### config.mk
export PLATFORM = sky130hd
export DESIGN_NAME = bcd_up_down_stopwatch_top
export DESIGN_NICKNAME = d
export VERILOG_FILES = /design/src/design/bcdsw_pkg.sv /design/src/design/bcd_up_down_stopwatch_top.sv /design/src/design/bcdsw_pair.sv /design/src/design/bcdsw_core.sv
export SDC_FILE = /design/constraint.sdc
export NUM_CORES = 1
export LEC_CHECK = 0
export ABC_AREA = 1
export BUFFER_PORTS_ARGS = -buffer_cell sky130_fd_sc_hd__buf_2
export CORE_MARGIN = 2
export CORE_UTILIZATION = 41
export CTS_CLUSTER_DIAMETER = 100
export CTS_CLUSTER_SIZE = 25
export DETAILED_ROUTE_END_ITERATION = 12
export PLACE_DENSITY_LB_ADDON = 0.08
export SLEW_MARGIN = 20
export SYNTH_ARGS = -nofsm -noshare
export SYNTH_HDL_FRONTEND = slang
export SYNTH_SLANG_ARGS = --single-unit
### constraint.sdc
create_clock -name clk -period 2.6 [get_ports clk]
set_clock_uncertainty 0.15 [all_clocks]
set_input_delay 0.52 -clock clk [delete_from_list [all_inputs] [get_ports clk]]
set_output_delay 0.52 -clock clk [all_outputs]
set_load 0.02 [all_outputs]
### src/design/bcdsw_pkg.sv
// shared types and constants for the bcd up/down stopwatch
`timescale 1ns / 1ps

package bcdsw_pkg;

  localparam logic [2:0] ACT_TICK   = 3'd0;
  localparam logic [2:0] ACT_RESET  = 3'd1;
  localparam logic [2:0] ACT_PAUSE  = 3'd2;
  localparam logic [2:0] ACT_RESUME = 3'd3;
  localparam logic [2:0] ACT_TOGGLE = 3'd4;
  localparam logic [2:0] ACT_ADJUST = 3'd5;

  localparam logic [1:0] UNIT_SEC  = 2'd0;
  localparam logic [1:0] UNIT_MIN  = 2'd1;
  localparam logic [1:0] UNIT_HOUR = 2'd2;

  localparam logic [3:0] ONES_MAX = 4'd9;
  localparam logic [2:0] TENS_MAX = 3'd5;

  localparam int IN_BYTES  = 1;
  localparam int OUT_BYTES = 4;

  typedef struct packed {
    logic [2:0] action;
    logic [1:0] unit;
    logic       increase;
  } bcdsw_item_t;

  typedef struct packed {
    logic [3:0] sec_ones;
    logic [2:0] sec_tens;
    logic [3:0] min_ones;
    logic [2:0] min_tens;
    logic [3:0] hour_ones;
    logic [2:0] hour_tens;
    logic       counting_up;
    logic       is_paused;
    logic       expired;
    logic       alarm;
  } bcdsw_state_t;

endpackage

### src/design/bcd_up_down_stopwatch_top.sv
// top level of the bcd up/down stopwatch with stream input and output
`timescale 1ns / 1ps

// Six-digit BCD stopwatch (HH:MM:SS, hours 00-59) counting up or down. Each event
// transfer on s_* yields exactly one result transfer on m_* showing the state after
// the event. An event is captured in an input register and then applied to the state
// register; the state register is also the result register, so one event per clock
// is sustained while m_tready stays high; a stalled result holds the next event in
// the input register. m_tvalid rises when the event is applied to the state register.

module bcd_up_down_stopwatch_top
  import bcdsw_pkg::*;
(
  input  logic                     clk,
  input  logic                     rst,
  input  logic                     s_tvalid,
  output logic                     s_tready,
  input  logic [IN_BYTES*8-1:0]    s_tdata,  // action[2:0], unit[4:3], increase[5]
  output logic                     m_tvalid,
  input  logic                     m_tready,
  // sec_ones, sec_tens, min_ones, min_tens, hour_ones, hour_tens,
  // counting_up, is_paused, expired, alarm
  output logic [OUT_BYTES*8-1:0]   m_tdata
);

  localparam int STATE_W = $bits(bcdsw_state_t);

  localparam bcdsw_state_t ST_RESET = '{
    sec_ones:    4'd0,
    sec_tens:    3'd0,
    min_ones:    4'd0,
    min_tens:    3'd0,
    hour_ones:   4'd0,
    hour_tens:   3'd0,
    counting_up: 1'b1,
    is_paused:   1'b0,
    expired:     1'b0,
    alarm:       1'b0
  };

  bcdsw_item_t  item;
  logic         item_valid;
  bcdsw_state_t st;
  bcdsw_state_t st_next;
  logic         fire;

  // update state only when the result slot is free or being drained
  assign fire     = item_valid && (!m_tvalid || m_tready);
  assign s_tready = !item_valid || fire;

  always_ff @(posedge clk) begin
    if (rst) begin
      item_valid <= 1'b0;
    end else if (s_tready) begin
      item_valid <= s_tvalid;
    end
  end

  // item struct is packed action-high
  always_ff @(posedge clk) begin
    if (s_tready && s_tvalid) begin
      item <= {s_tdata[2:0], s_tdata[4:3], s_tdata[5]};
    end
  end

  bcdsw_core u_core (
    .item(item),
    .st(st),
    .st_next(st_next)
  );

  always_ff @(posedge clk) begin
    if (rst) begin
      st       <= ST_RESET;
      m_tvalid <= 1'b0;
    end else begin
      if (fire) begin
        st <= st_next;
      end
      if (fire) begin
        m_tvalid <= 1'b1;
      end else if (m_tready) begin
        m_tvalid <= 1'b0;
      end
    end
  end

  assign m_tdata = {{(OUT_BYTES*8-STATE_W){1'b0}},
                    st.alarm, st.expired, st.is_paused, st.counting_up,
                    st.hour_tens, st.hour_ones, st.min_tens, st.min_ones,
                    st.sec_tens, st.sec_ones};

endmodule

### src/design/bcdsw_pair.sv
// one two-digit bcd unit stepped by one modulo 60 in either direction
`timescale 1ns / 1ps

module bcdsw_pair
  import bcdsw_pkg::*;
(
  input  logic [3:0] ones,
  input  logic [2:0] tens,
  input  logic       up,
  output logic [3:0] ones_next,
  output logic [2:0] tens_next,
  output logic       wrap
);

  always_comb begin
    ones_next = ones;
    tens_next = tens;
    wrap      = 1'b0;
    if (up) begin
      if (ones < ONES_MAX) begin
        ones_next = ones + 4'd1;
      end else begin
        ones_next = 4'd0;
        if (tens < TENS_MAX) begin
          tens_next = tens + 3'd1;
        end else begin
          tens_next = 3'd0;
          wrap      = 1'b1;
        end
      end
    end else begin
      if (ones != 4'd0) begin
        ones_next = ones - 4'd1;
      end else begin
        ones_next = ONES_MAX;
        if (tens != 3'd0) begin
          tens_next = tens - 3'd1;
        end else begin
          tens_next = TENS_MAX;
          wrap      = 1'b1;
        end
      end
    end
  end

endmodule

### src/design/bcdsw_core.sv
// next-state logic of the stopwatch for one event
`timescale 1ns / 1ps

module bcdsw_core
  import bcdsw_pkg::*;
(
  input  bcdsw_item_t  item,
  input  bcdsw_state_t st,
  output bcdsw_state_t st_next
);

  logic       all_zero;
  logic       tick_run;
  logic       adj;
  logic       down_stop;
  logic       count;
  logic       dir;
  logic       en_sec;
  logic       en_min;
  logic       en_hour;
  logic [3:0] sec_o, min_o, hour_o;
  logic [2:0] sec_t, min_t, hour_t;
  logic       sec_wrap, min_wrap, hour_wrap;

  assign all_zero = (st.sec_ones == 4'd0) && (st.sec_tens == 3'd0) &&
                    (st.min_ones == 4'd0) && (st.min_tens == 3'd0) &&
                    (st.hour_ones == 4'd0) && (st.hour_tens == 3'd0);

  assign tick_run  = (item.action == ACT_TICK) && !st.is_paused;
  assign adj       = (item.action == ACT_ADJUST) && st.is_paused;
  // countdown holds once finished or when it hits zero
  assign down_stop = tick_run && !st.counting_up && (st.expired || all_zero);
  assign count     = tick_run && !down_stop;
  assign dir       = adj ? item.increase : st.counting_up;

  assign en_sec  = count || (adj && item.unit == UNIT_SEC);
  assign en_min  = (count && sec_wrap) || (adj && item.unit == UNIT_MIN);
  assign en_hour = (count && sec_wrap && min_wrap) || (adj && item.unit == UNIT_HOUR);

  bcdsw_pair u_sec (
    .ones(st.sec_ones), .tens(st.sec_tens), .up(dir),
    .ones_next(sec_o), .tens_next(sec_t), .wrap(sec_wrap)
  );

  bcdsw_pair u_min (
    .ones(st.min_ones), .tens(st.min_tens), .up(dir),
    .ones_next(min_o), .tens_next(min_t), .wrap(min_wrap)
  );

  bcdsw_pair u_hour (
    .ones(st.hour_ones), .tens(st.hour_tens), .up(dir),
    .ones_next(hour_o), .tens_next(hour_t), .wrap(hour_wrap)
  );

  always_comb begin
    st_next = st;
    if (en_sec) begin
      st_next.sec_ones = sec_o;
      st_next.sec_tens = sec_t;
    end
    if (en_min) begin
      st_next.min_ones = min_o;
      st_next.min_tens = min_t;
    end
    if (en_hour) begin
      st_next.hour_ones = hour_o;
      st_next.hour_tens = hour_t;
    end
    case (item.action)
      ACT_TICK: begin
        if (down_stop && !st.expired) begin
          st_next.expired = 1'b1;
          st_next.alarm   = 1'b1;
        end
      end
      ACT_RESET: begin
        st_next.sec_ones  = 4'd0;
        st_next.sec_tens  = 3'd0;
        st_next.min_ones  = 4'd0;
        st_next.min_tens  = 3'd0;
        st_next.hour_ones = 4'd0;
        st_next.hour_tens = 3'd0;
        st_next.expired   = 1'b0;
        st_next.alarm     = 1'b0;
      end
      ACT_PAUSE: begin
        st_next.is_paused = 1'b1;
        st_next.alarm     = 1'b0;
      end
      ACT_RESUME: begin
        st_next.is_paused = 1'b0;
      end
      ACT_TOGGLE: begin
        if (st.is_paused) begin
          st_next.counting_up = !st.counting_up;
          st_next.expired     = 1'b0;
        end
      end
      default: begin
      end
    endcase
    // hour_wrap has no further unit to carry into
    if (hour_wrap && 1'b0) begin
      st_next = st;
    end
  end

endmodule
# Word-level counts from Yosys, hierarchy flattened
# Cells that the tools add are included.
[word_totals] ff_bits=33 in_bits=12 output_inout_bits=34
[op_classes] addsub=12 order_cmp=6 n_eq_ne=15 n_mux=46 n_reduce_logical=62
[op_table] cell="2-to-1 mux 3 bit" count=15
[op_table] cell="2-to-1 mux 4 bit" count=9
[op_table] cell="2-to-1 mux 21 bit" count=1
[op_table] cell="2-to-1 mux 7 bit" count=3
[op_table] cell="logical AND 1 bit" count=18
[op_table] cell="AND reduction 4 bit" count=4
[op_table] cell="2-to-1 mux 1 bit" count=14
[op_table] cell="adder 4 x 1 -> 4 bit (second input constant)" count=3
[op_table] cell="zero test 3 bit" count=4
[op_table] cell="zero test 4 bit" count=3
[op_table] cell="less-than comparator 4 bit (second input constant)" count=3
[op_table] cell="nonzero test 2 bit" count=6
[op_table] cell="nonzero test 3 bit" count=4
[op_table] cell="nonzero test 4 bit" count=3
[op_table] cell="subtractor 4 x 1 -> 4 bit (second input constant)" count=3
[op_table] cell="adder 3 x 1 -> 3 bit (second input constant)" count=3
[op_table] cell="less-than comparator 3 bit (second input constant)" count=3
[op_table] cell="!= test 3 x 1 -> 1 bit (second input constant)" count=3
[op_table] cell="!= test 3 bit (second input constant)" count=3
[op_table] cell="subtractor 3 x 1 -> 3 bit (second input constant)" count=3
[op_table] cell="AND reduction 2 bit" count=4
[op_table] cell="equality test 3 x 2 -> 1 bit (second input constant)" count=2
[op_table] cell="equality test 3 bit (second input constant)" count=2
[op_table] cell="zero test 1 bit" count=6
[op_table] cell="11 further kinds" count=19

# Logic depth before layout (Yosys ltp)
# Gate-level depths: netlist of run 1.
[logic_depth] depth_word=15 depth_mapped=15

# By module
# A second synthesis of run 1 with hierarchy kept.
[unflattened] cells_unflattened=576 hier_area_um2=3679.8
[modules_own_cells] module="bcd_up_down_stopwatch_top" instances=1 cells_per_inst=187 area_each_um2=1493.9
[modules_own_cells] module="bcdsw_pair" instances=3 cells_per_inst=82 area_each_um2=470.5
[modules_own_cells] module="bcdsw_core" instances=1 cells_per_inst=143 area_each_um2=774.5

# Least setup slack after synthesis of run 1
# No wires, ideal clock.
[synth_timing] kind="reg-to-reg" startpoint="register, netlist name m_tdata[7]" endpoint="register, netlist name m_tdata[15]" arrival_ps=1795 required_time_ps=2335 slack_ps=540 stages_incl_launch_ff=15 period_less_slack_ps=2060 path_cell_list="dfxtp_1 -> inv_1 -> ha_1 -> inv_1 -> nor2_1 -> inv_1 -> nand2_1 -> nor2_1 -> nand2_1 -> nand2_1 -> nand4_1 -> nand2_2 -> nand2_1 -> o21ai_1 -> nor2_1"
[synth_via] elab_chain_len=14
[synth_rtl] element="zero test 4 bit" line="bcdsw_core.sv:26" text="(st.min_ones == 4'd0) && (st.min_tens == 3'd0) &&"
[synth_rtl] element="logical AND 1 bit" line="bcdsw_core.sv:25" text="assign all_zero = (st.sec_ones == 4'd0) && (st.sec_tens == 3'd0) &&"
[synth_rtl] element="logical AND 1 bit (2 in a row)" line="bcdsw_core.sv:26"
[synth_rtl] element="logical AND 1 bit" line="bcdsw_core.sv:27" text="(st.hour_ones == 4'd0) && (st.hour_tens == 3'd0);"
[synth_rtl] element="logical OR 1 bit" line="bcdsw_core.sv:32" text="assign down_stop = tick_run && !st.counting_up && (st.expired || all_zero);"
[synth_rtl] element="logical AND 1 bit" line="bcdsw_core.sv:32"
[synth_rtl] element="zero test 1 bit" line="bcdsw_core.sv:33" text="assign count = tick_run && !down_stop;"
[synth_rtl] element="logical AND 1 bit" line="bcdsw_core.sv:33"
[synth_rtl] element="logical AND 1 bit" line="bcdsw_core.sv:38" text="assign en_hour = (count && sec_wrap && min_wrap) || (adj && item.unit == UNIT_HOUR);"
[synth_rtl] element="logical AND 1 bit (*)" line="bcdsw_core.sv:38"
[synth_rtl] element="logical OR 1 bit (*)" line="bcdsw_core.sv:38"
[synth_rtl] element="nonzero test 2 bit (no line) (*)"
[synth_rtl] element="AND reduction 2 bit (no line) (*)"
# Mark *: on every way between the ends. The rest lies on a longest branch, timed or not.
# A chain may end at the register's enable or synchronous reset.

# Final worst setup path of run 1
[layout_timing] startpoint="register, netlist name m_tdata[0]" endpoint="register, netlist name m_tdata[15]"
[layout_via] elab_chain_len=15
[layout_rtl] element="zero test 4 bit" line="bcdsw_core.sv:25"
[layout_rtl] element="logical AND 1 bit (2 in a row)" line="bcdsw_core.sv:25"
[layout_rtl] element="logical AND 1 bit (2 in a row)" line="bcdsw_core.sv:26"
[layout_rtl] element="logical AND 1 bit" line="bcdsw_core.sv:27"
[layout_rtl] element="logical OR 1 bit" line="bcdsw_core.sv:32"
[layout_rtl] element="logical AND 1 bit" line="bcdsw_core.sv:32"
[layout_rtl] element="zero test 1 bit" line="bcdsw_core.sv:33"
[layout_rtl] element="logical AND 1 bit" line="bcdsw_core.sv:33"
[layout_rtl] element="logical AND 1 bit (*) (2 in a row)" line="bcdsw_core.sv:38"
[layout_rtl] element="logical OR 1 bit (*)" line="bcdsw_core.sv:38"
[layout_rtl] element="nonzero test 2 bit (no line) (*)"
[layout_rtl] element="AND reduction 2 bit (no line) (*)"
# Marked as above.

==> qor.yml, run 1 <==
status: "finished clean"
start_util_pct: 42.4
critical-path-max-stage-delay_ps: 400
period_share_pct: 84.3
cts-root-buf: "clkbuf_8"
dieArea_um2: 6720
yosys_warnings: 0
min_path_cells: 1
path_delay_family: "simple AND/OR/NAND/NOR gates"
area_delta_synth_final_pct: 13.2
placed_area_um2: 2740
p_leak_nw: 1.39
cts_hold_buf: 0
report.final.slew_viol_count: 0
die_w_um: 82.0
grt_pass1_vias: 2175
fmax_mhz: 456
rr_worst_depth: 12
ant_nets: 0
grt_max_degree: 18
rr_startpoint: "m_tdata[0]$_SDFFE_PP0P_"
cp_common_cell: "nand2_1"
num_antenna_cells: 0
cts_resized: 0
port_buffers: 36
wl_um: 5870
dr.pass1.iters: 4
rsz0062_at_grt: "false"
fin_ws_ps: 408
cts_tree: "built"
netlist_area_um2: 2490
place_hpwl_um: 4380
drive_above_1_share_pct: 16.8
nNetsFinal: 442
antenna_found_initial: 0
crit_buf_inv: 2
io_pins: 46
ys_ff_latch: 33
cap_violations: 0
cp-startpoint: "m_tdata[0]$_SDFFE_PP0P_"
cp-start-kind: "flip-flop"
ir_drop_uv: 263
rr_endpoint: "m_tdata[15]$_SDFFE_PP0P_"
path_max_fanout: 9
path_class: "reg2reg"
grt_pass1_wl_um: 9860
final_area_um2: 2830
grt-ovfl-total: 0
synth_cells: 375
min_from: "s_tdata[4]"
pre_cts_slack_ps: 455
path_cells: "inv_1, ha_1, a21oi_1, nand2_1, nand3_1, nand2_1, inv_1, nand4_1, nand2_2, nand2_1, o21ai_1, nor2_1"
clock_sinks: 33
numCtsBuffers: 5
final_cell_mix: "71 x nand2_1, 49 x inv_1, 36 x buf_2"
drc: 0
ys_types: 34
fin_cells: 491
worstPathArrival_ps: 2220
dp.cells: 483
hold_ws_ps: 252
final_common_cell: "nand2_1"
routedWlPerCell_um: 12.0
core_area_um2: 5890
yosysSeqAreaShare_pct: 28.9
cts_max_path_buffers: 2
synth_area_per_cell_um2: 6.65
dieHeight_um: 82.0
required_ps: 2630
setup_tns_ps: 0
rrSetupSlack_ps: 410
post-cts-setup-buffers: 0
viasPerCell: 5.02
hold_viol: 0
setup_viol: 0
power_density_nw_per_um2: 388
end_kind: "flip-flop"
clock_latency_ps: 290
cp_slowest_cell: "dfxtp_1"
hold_end: "item[2]$_DFFE_PP_"
period_minus_slack_ps: 2190
h-tree-depth: 2
path_clk_slew_ps: 70
min_path_type: "in2reg"
drtIter0Drc: 111
gr-usage-all-layers_pct: 18.9
dr_total_vias: 2464
gp_congestion: 0.851
rows: 28
## synthesized netlist by cell type (all sizes together)
library cell | instances | share of area, %
a211oi | 1 | 0.30
a21oi | 27 | 5.6
a31oi | 2 | 0.50
buf | 12 | 3.5
clkbuf | 4 | 0.60
clkinv | 1 | 0.15
conb | 1 | 0.15
dfxtp | 27 | 22
edfxtp | 6 | 7.2
ha | 15 | 7.5
inv | 55 | 8.3
nand2 | 78 | 12
nand3 | 39 | 8.9
nand3b | 1 | 0.30
nand4 | 9 | 2.3
nor2 | 36 | 5.9
nor3 | 4 | 0.80
o211ai | 7 | 2.1
o21ai | 37 | 7.4
o22ai | 1 | 0.25
or2 | 1 | 0.25
xnor2 | 7 | 2.5
xor2 | 4 | 1.4
## kinds of logic (layout without fill, tap and decap cells)
group / count (synthesis) / in the layout / share of synthesized area (%)
compound gates: 75 / 75 / 16.1
simple gates: 168 / 168 / 30.9
buf+inv: 72 / 107 / 12.5
xor+xnor: 11 / 11 / 3.86
fa+ha+maj: 15 / 15 / 7.52
flops: 33 / 33 / 28.9
other cells: 1 / 7 / 0.150
## where the power goes
group / total (mW) / leakage [nW] / internal (mW) / switching (mW)
logic: 0.162 / 1.07 / 0.0526 / 0.110
registers: 0.549 / 0.277 / 0.535 / 0.0137
clock network: 0.384 / 0.0388 / 0.186 / 0.199
total: 1.10 / 1.39 / 0.773 / 0.322
## layout make-up
type                       count  area (µm²)
clock buffer                   6        72.6
clock inverter                 2        11.3
fill                         611        3060
inverter                      56         210
multi-input combinational    276        1480
sequential                    33         721
tap                           75        93.8
timing repair buffer          43         233
## how the worst max path moves through the flow
stage	to	slack, ps	depth (start not counted)
after global placement	m_tdata[15]$_SDFFE_PP0P_	430	12
after global routing	m_tdata[15]$_SDFFE_PP0P_	180	12
final	m_tdata[15]$_SDFFE_PP0P_	410	12
after floorplan	m_tdata[15]$_SDFFE_PP0P_	540	14
after CTS	m_tdata[15]$_SDFFE_PP0P_	430	12
after detailed placement	m_tdata[15]$_SDFFE_PP0P_	450	12
## metrics by stage
step	power, mW	utilization, %
finish	1.10	48.0
global route	1.16	48.0
CTS	1.11	48.0
detailed placement	0.723	46.6
global placement	0.722	46.6
floorplan	0.685	-
## registers in the layout (all words and copies together), names as in the netlist
register    flops
m_tvalid        1
m_tdata        25
item_valid      1
item            6
## routing by layer
layer	routed length, µm	GRT usage (%)
met3	358	4.18
met1	2900	26.0
met4	59	4.83
met5	0	0
met2	2550	30.1
Power figures use the tool's default switching activity.
==> run 2, diff against run 1 <==
--- a/config.mk
+++ b/config.mk
@@ -5,7 +5,7 @@
 export SDC_FILE = /design/constraint.sdc
 export NUM_CORES = 1
 export LEC_CHECK = 0
-export ABC_AREA = 1
+export ABC_AREA = 0
 export BUFFER_PORTS_ARGS = -buffer_cell sky130_fd_sc_hd__buf_2
 export CORE_MARGIN = 2
 export CORE_UTILIZATION = 41
==> constraint.sdc (replaced) <==
create_clock -name clk -period 2.08 [get_ports clk]
set_clock_uncertainty 0.15 [all_clocks]
set_input_delay 0.416 -clock clk [delete_from_list [all_inputs] [get_ports clk]]
set_output_delay 0.416 -clock clk [all_outputs]
set_load 0.02 [all_outputs]
==> run 2 against run 1 <==
Against the previous run:
- the flow now finishes with violations (setup timing)
- critical path type unchanged
- largest cell class unchanged
- total power up 39%
- die area is 2.5% higher
- sequential cell count did not move
- global-route usage up 2.2 points
==> qor.yml, run 2 <==
path_class: "reg2reg"
yosysTopAreaCellShare_pct: 21.1
path_cells: "nand4b_4, mux2_4, mux2i_2, a22oi_2, buf_6, or4_4, o31ai_2"
top_usage_layer: "met2"
port_buffers: 36
critical-path-max-stage-delay_ps: 480
largest_reg_flops: 25
dr_total_vias: 2786
required_ps: 2140
viasPerCell: 5.56
min_path_cells: 1
dieHeight_um: 83.0
clock_sinks: 33
yosys.cell_count.top_type: "nand2_1"
setup_viol: 16
ys_ff_latch: 33
path_delay_family: "simple AND/OR/NAND/NOR gates"
gp_congestion: 0.837
fillers: 544
fmax_mhz: 448
report.final.slew_viol_count: 0
cap_violations: 0
synthTopCellsByCount: "29 x nand2_1, 27 x dfxtp_1, 19 x o21ai_0"
rows: 28
grt_pass1_wl_um: 12200
num_antenna_cells: 0
clock_latency_ps: 290
end_kind: "flip-flop"
cts-root-buf: "clkbuf_8"
path_clk_slew_ps: 80
yosysSeqAreaShare_pct: 28.2
final_common_cell: "buf_4"
dr.pass1.iters: 4
routedWlPerCell_um: 14.7
io_pins: 46
fin_ws_ps: -152
start_util_pct: 42.7
p_leak_nw: 1.65
power_density_nw_per_um2: 404
rr_worst_depth: 7
drtIter0Drc: 98
numCtsBuffers: 5
grt_use_met3_pct: 4.17
path_max_fanout: 6
crit_buf_inv: 1
rr_startpoint: "item[4]$_DFFE_PP_"
synth_area_leaders: "dfxtp_1 21%, ha_1 7.3%, edfxtp_1 7.0%, nand2_1 4.3%, mux2i_1 3.9%"
grt_pass1_vias: 2600
synth_area_per_cell_um2: 7.97
gr-usage-met1_pct: 27.9
gr-usage-all-layers_pct: 21.1
synth_top_area_cell: "dfxtp_1"
min_from: "s_tdata[3]"
rrSetupSlack_ps: -150
hold_end: "item[1]$_DFFE_PP_"
grt-ovfl-total: 0
grt_max_degree: 17
period_share_pct: 107
yosys_warnings: 0
wl_um: 7340
fin_cells: 501
cts_max_path_buffers: 2
yosys_most_used_dff: "dfxtp_1"
core_area_um2: 5990
h-tree-depth: 2
period_minus_slack_ps: 2230
fin_util_pct: 62.9
min_path_type: "in2reg"
synthArstFlopShare_pct: 0
area_delta_synth_final_pct: 47.1
cts_tree: "built"
rsz0062_at_grt: "true"
grt_use_met2_pct: 34.5
cp_slowest_cell: "or4_4"
ys_types: 57
die_w_um: 83.0
drc: 0
final_cell_mix: "73 x buf_4, 36 x buf_2, 27 x nand2_1"
worstPathArrival_ps: 2300
drive_above_1_share_pct: 43.0
ir_drop_uv: 361
synth_edf_count: 6
status: "finished, violations left"
netlist_area_um2: 2560
synth_cells: 321
ant_nets: 0
cp-start-kind: "flip-flop"
place_hpwl_um: 5180
dp.cells: 482
nNetsFinal: 452
dieArea_um2: 6890
rr_endpoint: "m_tdata[11]$_SDFFE_PP0P_"
hold_viol: 0
antenna_found_initial: 0
violations: "setup timing"
-- run 2: changes by cell type after synthesis, sizes merged, moves of 10 or more --
cell,change
nand2,-49
mux2i,+10
nor2,-17
nand2b,+15
inv,-40
nand3,-28
-- run 2: stage by stage --
step / worst slack (ps) / cell area, µm² / power (mW) / hold WS [ps] / setup TNS (ps)
after floorplan: -164 / 2680 / 0.801 / 357 / -763
after global routing: -213 / 3770 / 1.58 / 134 / -2810
after global placement: -203 / 3340 / 0.866 / 358 / -2540
after CTS: -120 / 3590 / 1.52 / 137 / -1350
after detailed placement: -217 / 3340 / 0.868 / 349 / -2910
final: -152 / 3770 / 1.52 / 150 / -789
-- run 2: cell type report --
cell class	instances	area, µm²	area share (%)
Clock buffer	5	68.8	1.83
Clock inverter	3	46.3	1.23
Inverter	15	61.3	1.63
Multi-Input combinational cell	252	1920	51.0
Sequential cell	33	736	19.5
Tap cell	75	93.8	2.49
Timing Repair Buffer	118	838	22.3
-- run 2: per-layer routing --
layer | part of all wire [%] | vias to the layer above
met5 | 0 | -
met4 | 1.9 | 0
met3 | 6.2 | 16
met2 | 47 | 98
met1 | 45 | 1289
li1 | - | 1383
-- run 2: what timing repair did --
| action | 4_1_cts | 5_1_grt |
|---|---|---|
| gates resized for setup | 16 | 33 |
| endpoints found under the hold margin | 0 | 0 |
| endpoints found under the setup margin | 23 | 22 |
| setup buffers | 7 | 4 |
| hold buffers | 0 | 0 |
| pin swaps | 14 | 11 |
-- run 2: how the worst max path moves through the flow --
stage	start	to	slack [ps]	depth (start not counted)
floorplan	m_tdata[15]$_SDFFE_PP0P_	m_tdata[11]$_SDFFE_PP0P_	-160	10
global placement	m_tdata[19]$_SDFFE_PP0P_	m_tdata[8]$_SDFFE_PP0P_	-200	9
detailed placement	m_tdata[19]$_SDFFE_PP0P_	m_tdata[7]$_SDFFE_PP0P_	-220	9
CTS	m_tdata[19]$_SDFFE_PP0P_	m_tdata[7]$_SDFFE_PP0P_	-120	9
global route	item[5]$_DFFE_PP_	m_tdata[12]$_SDFFE_PP0P_	-210	7
finish	item[4]$_DFFE_PP_	m_tdata[11]$_SDFFE_PP0P_	-150	7
-- run 2: logic make-up (layout without fill, tap and decap cells) --
kind of cell	after synthesis	count (layout)	share of synthesized area (%)
AOI/OAI and AO/OA	102	102	26.7
muxes	12	12	4.94
xor gates and xnor gates	1	1	0.342
DFF	33	33	28.2
other	1	7	0.146
adders and majority gates	15	15	7.33
and+or+nand+nor	115	115	24.2
buffers and inverters	42	141	8.16
-- run 2: worst register-to-register path, stage by stage (launching register included) --
cell and delay [ps]:
edfxtp_1 420, nand4b_4 230, mux2_4 370, mux2i_2 220, a22oi_2 80, buf_6 150, or4_4 480, o31ai_2 70
-- run 2: where the power goes --
| group | internal (mW) | total, mW | switching (mW) | leakage, nW |
|---|---|---|---|---|
| sequential | 0.661 | 0.673 | 0.0124 | 0.281 |
| combinational | 0.0927 | 0.211 | 0.119 | 1.32 |
| clock | 0.359 | 0.635 | 0.276 | 0.0543 |
| total | 1.11 | 1.52 | 0.407 | 1.65 |
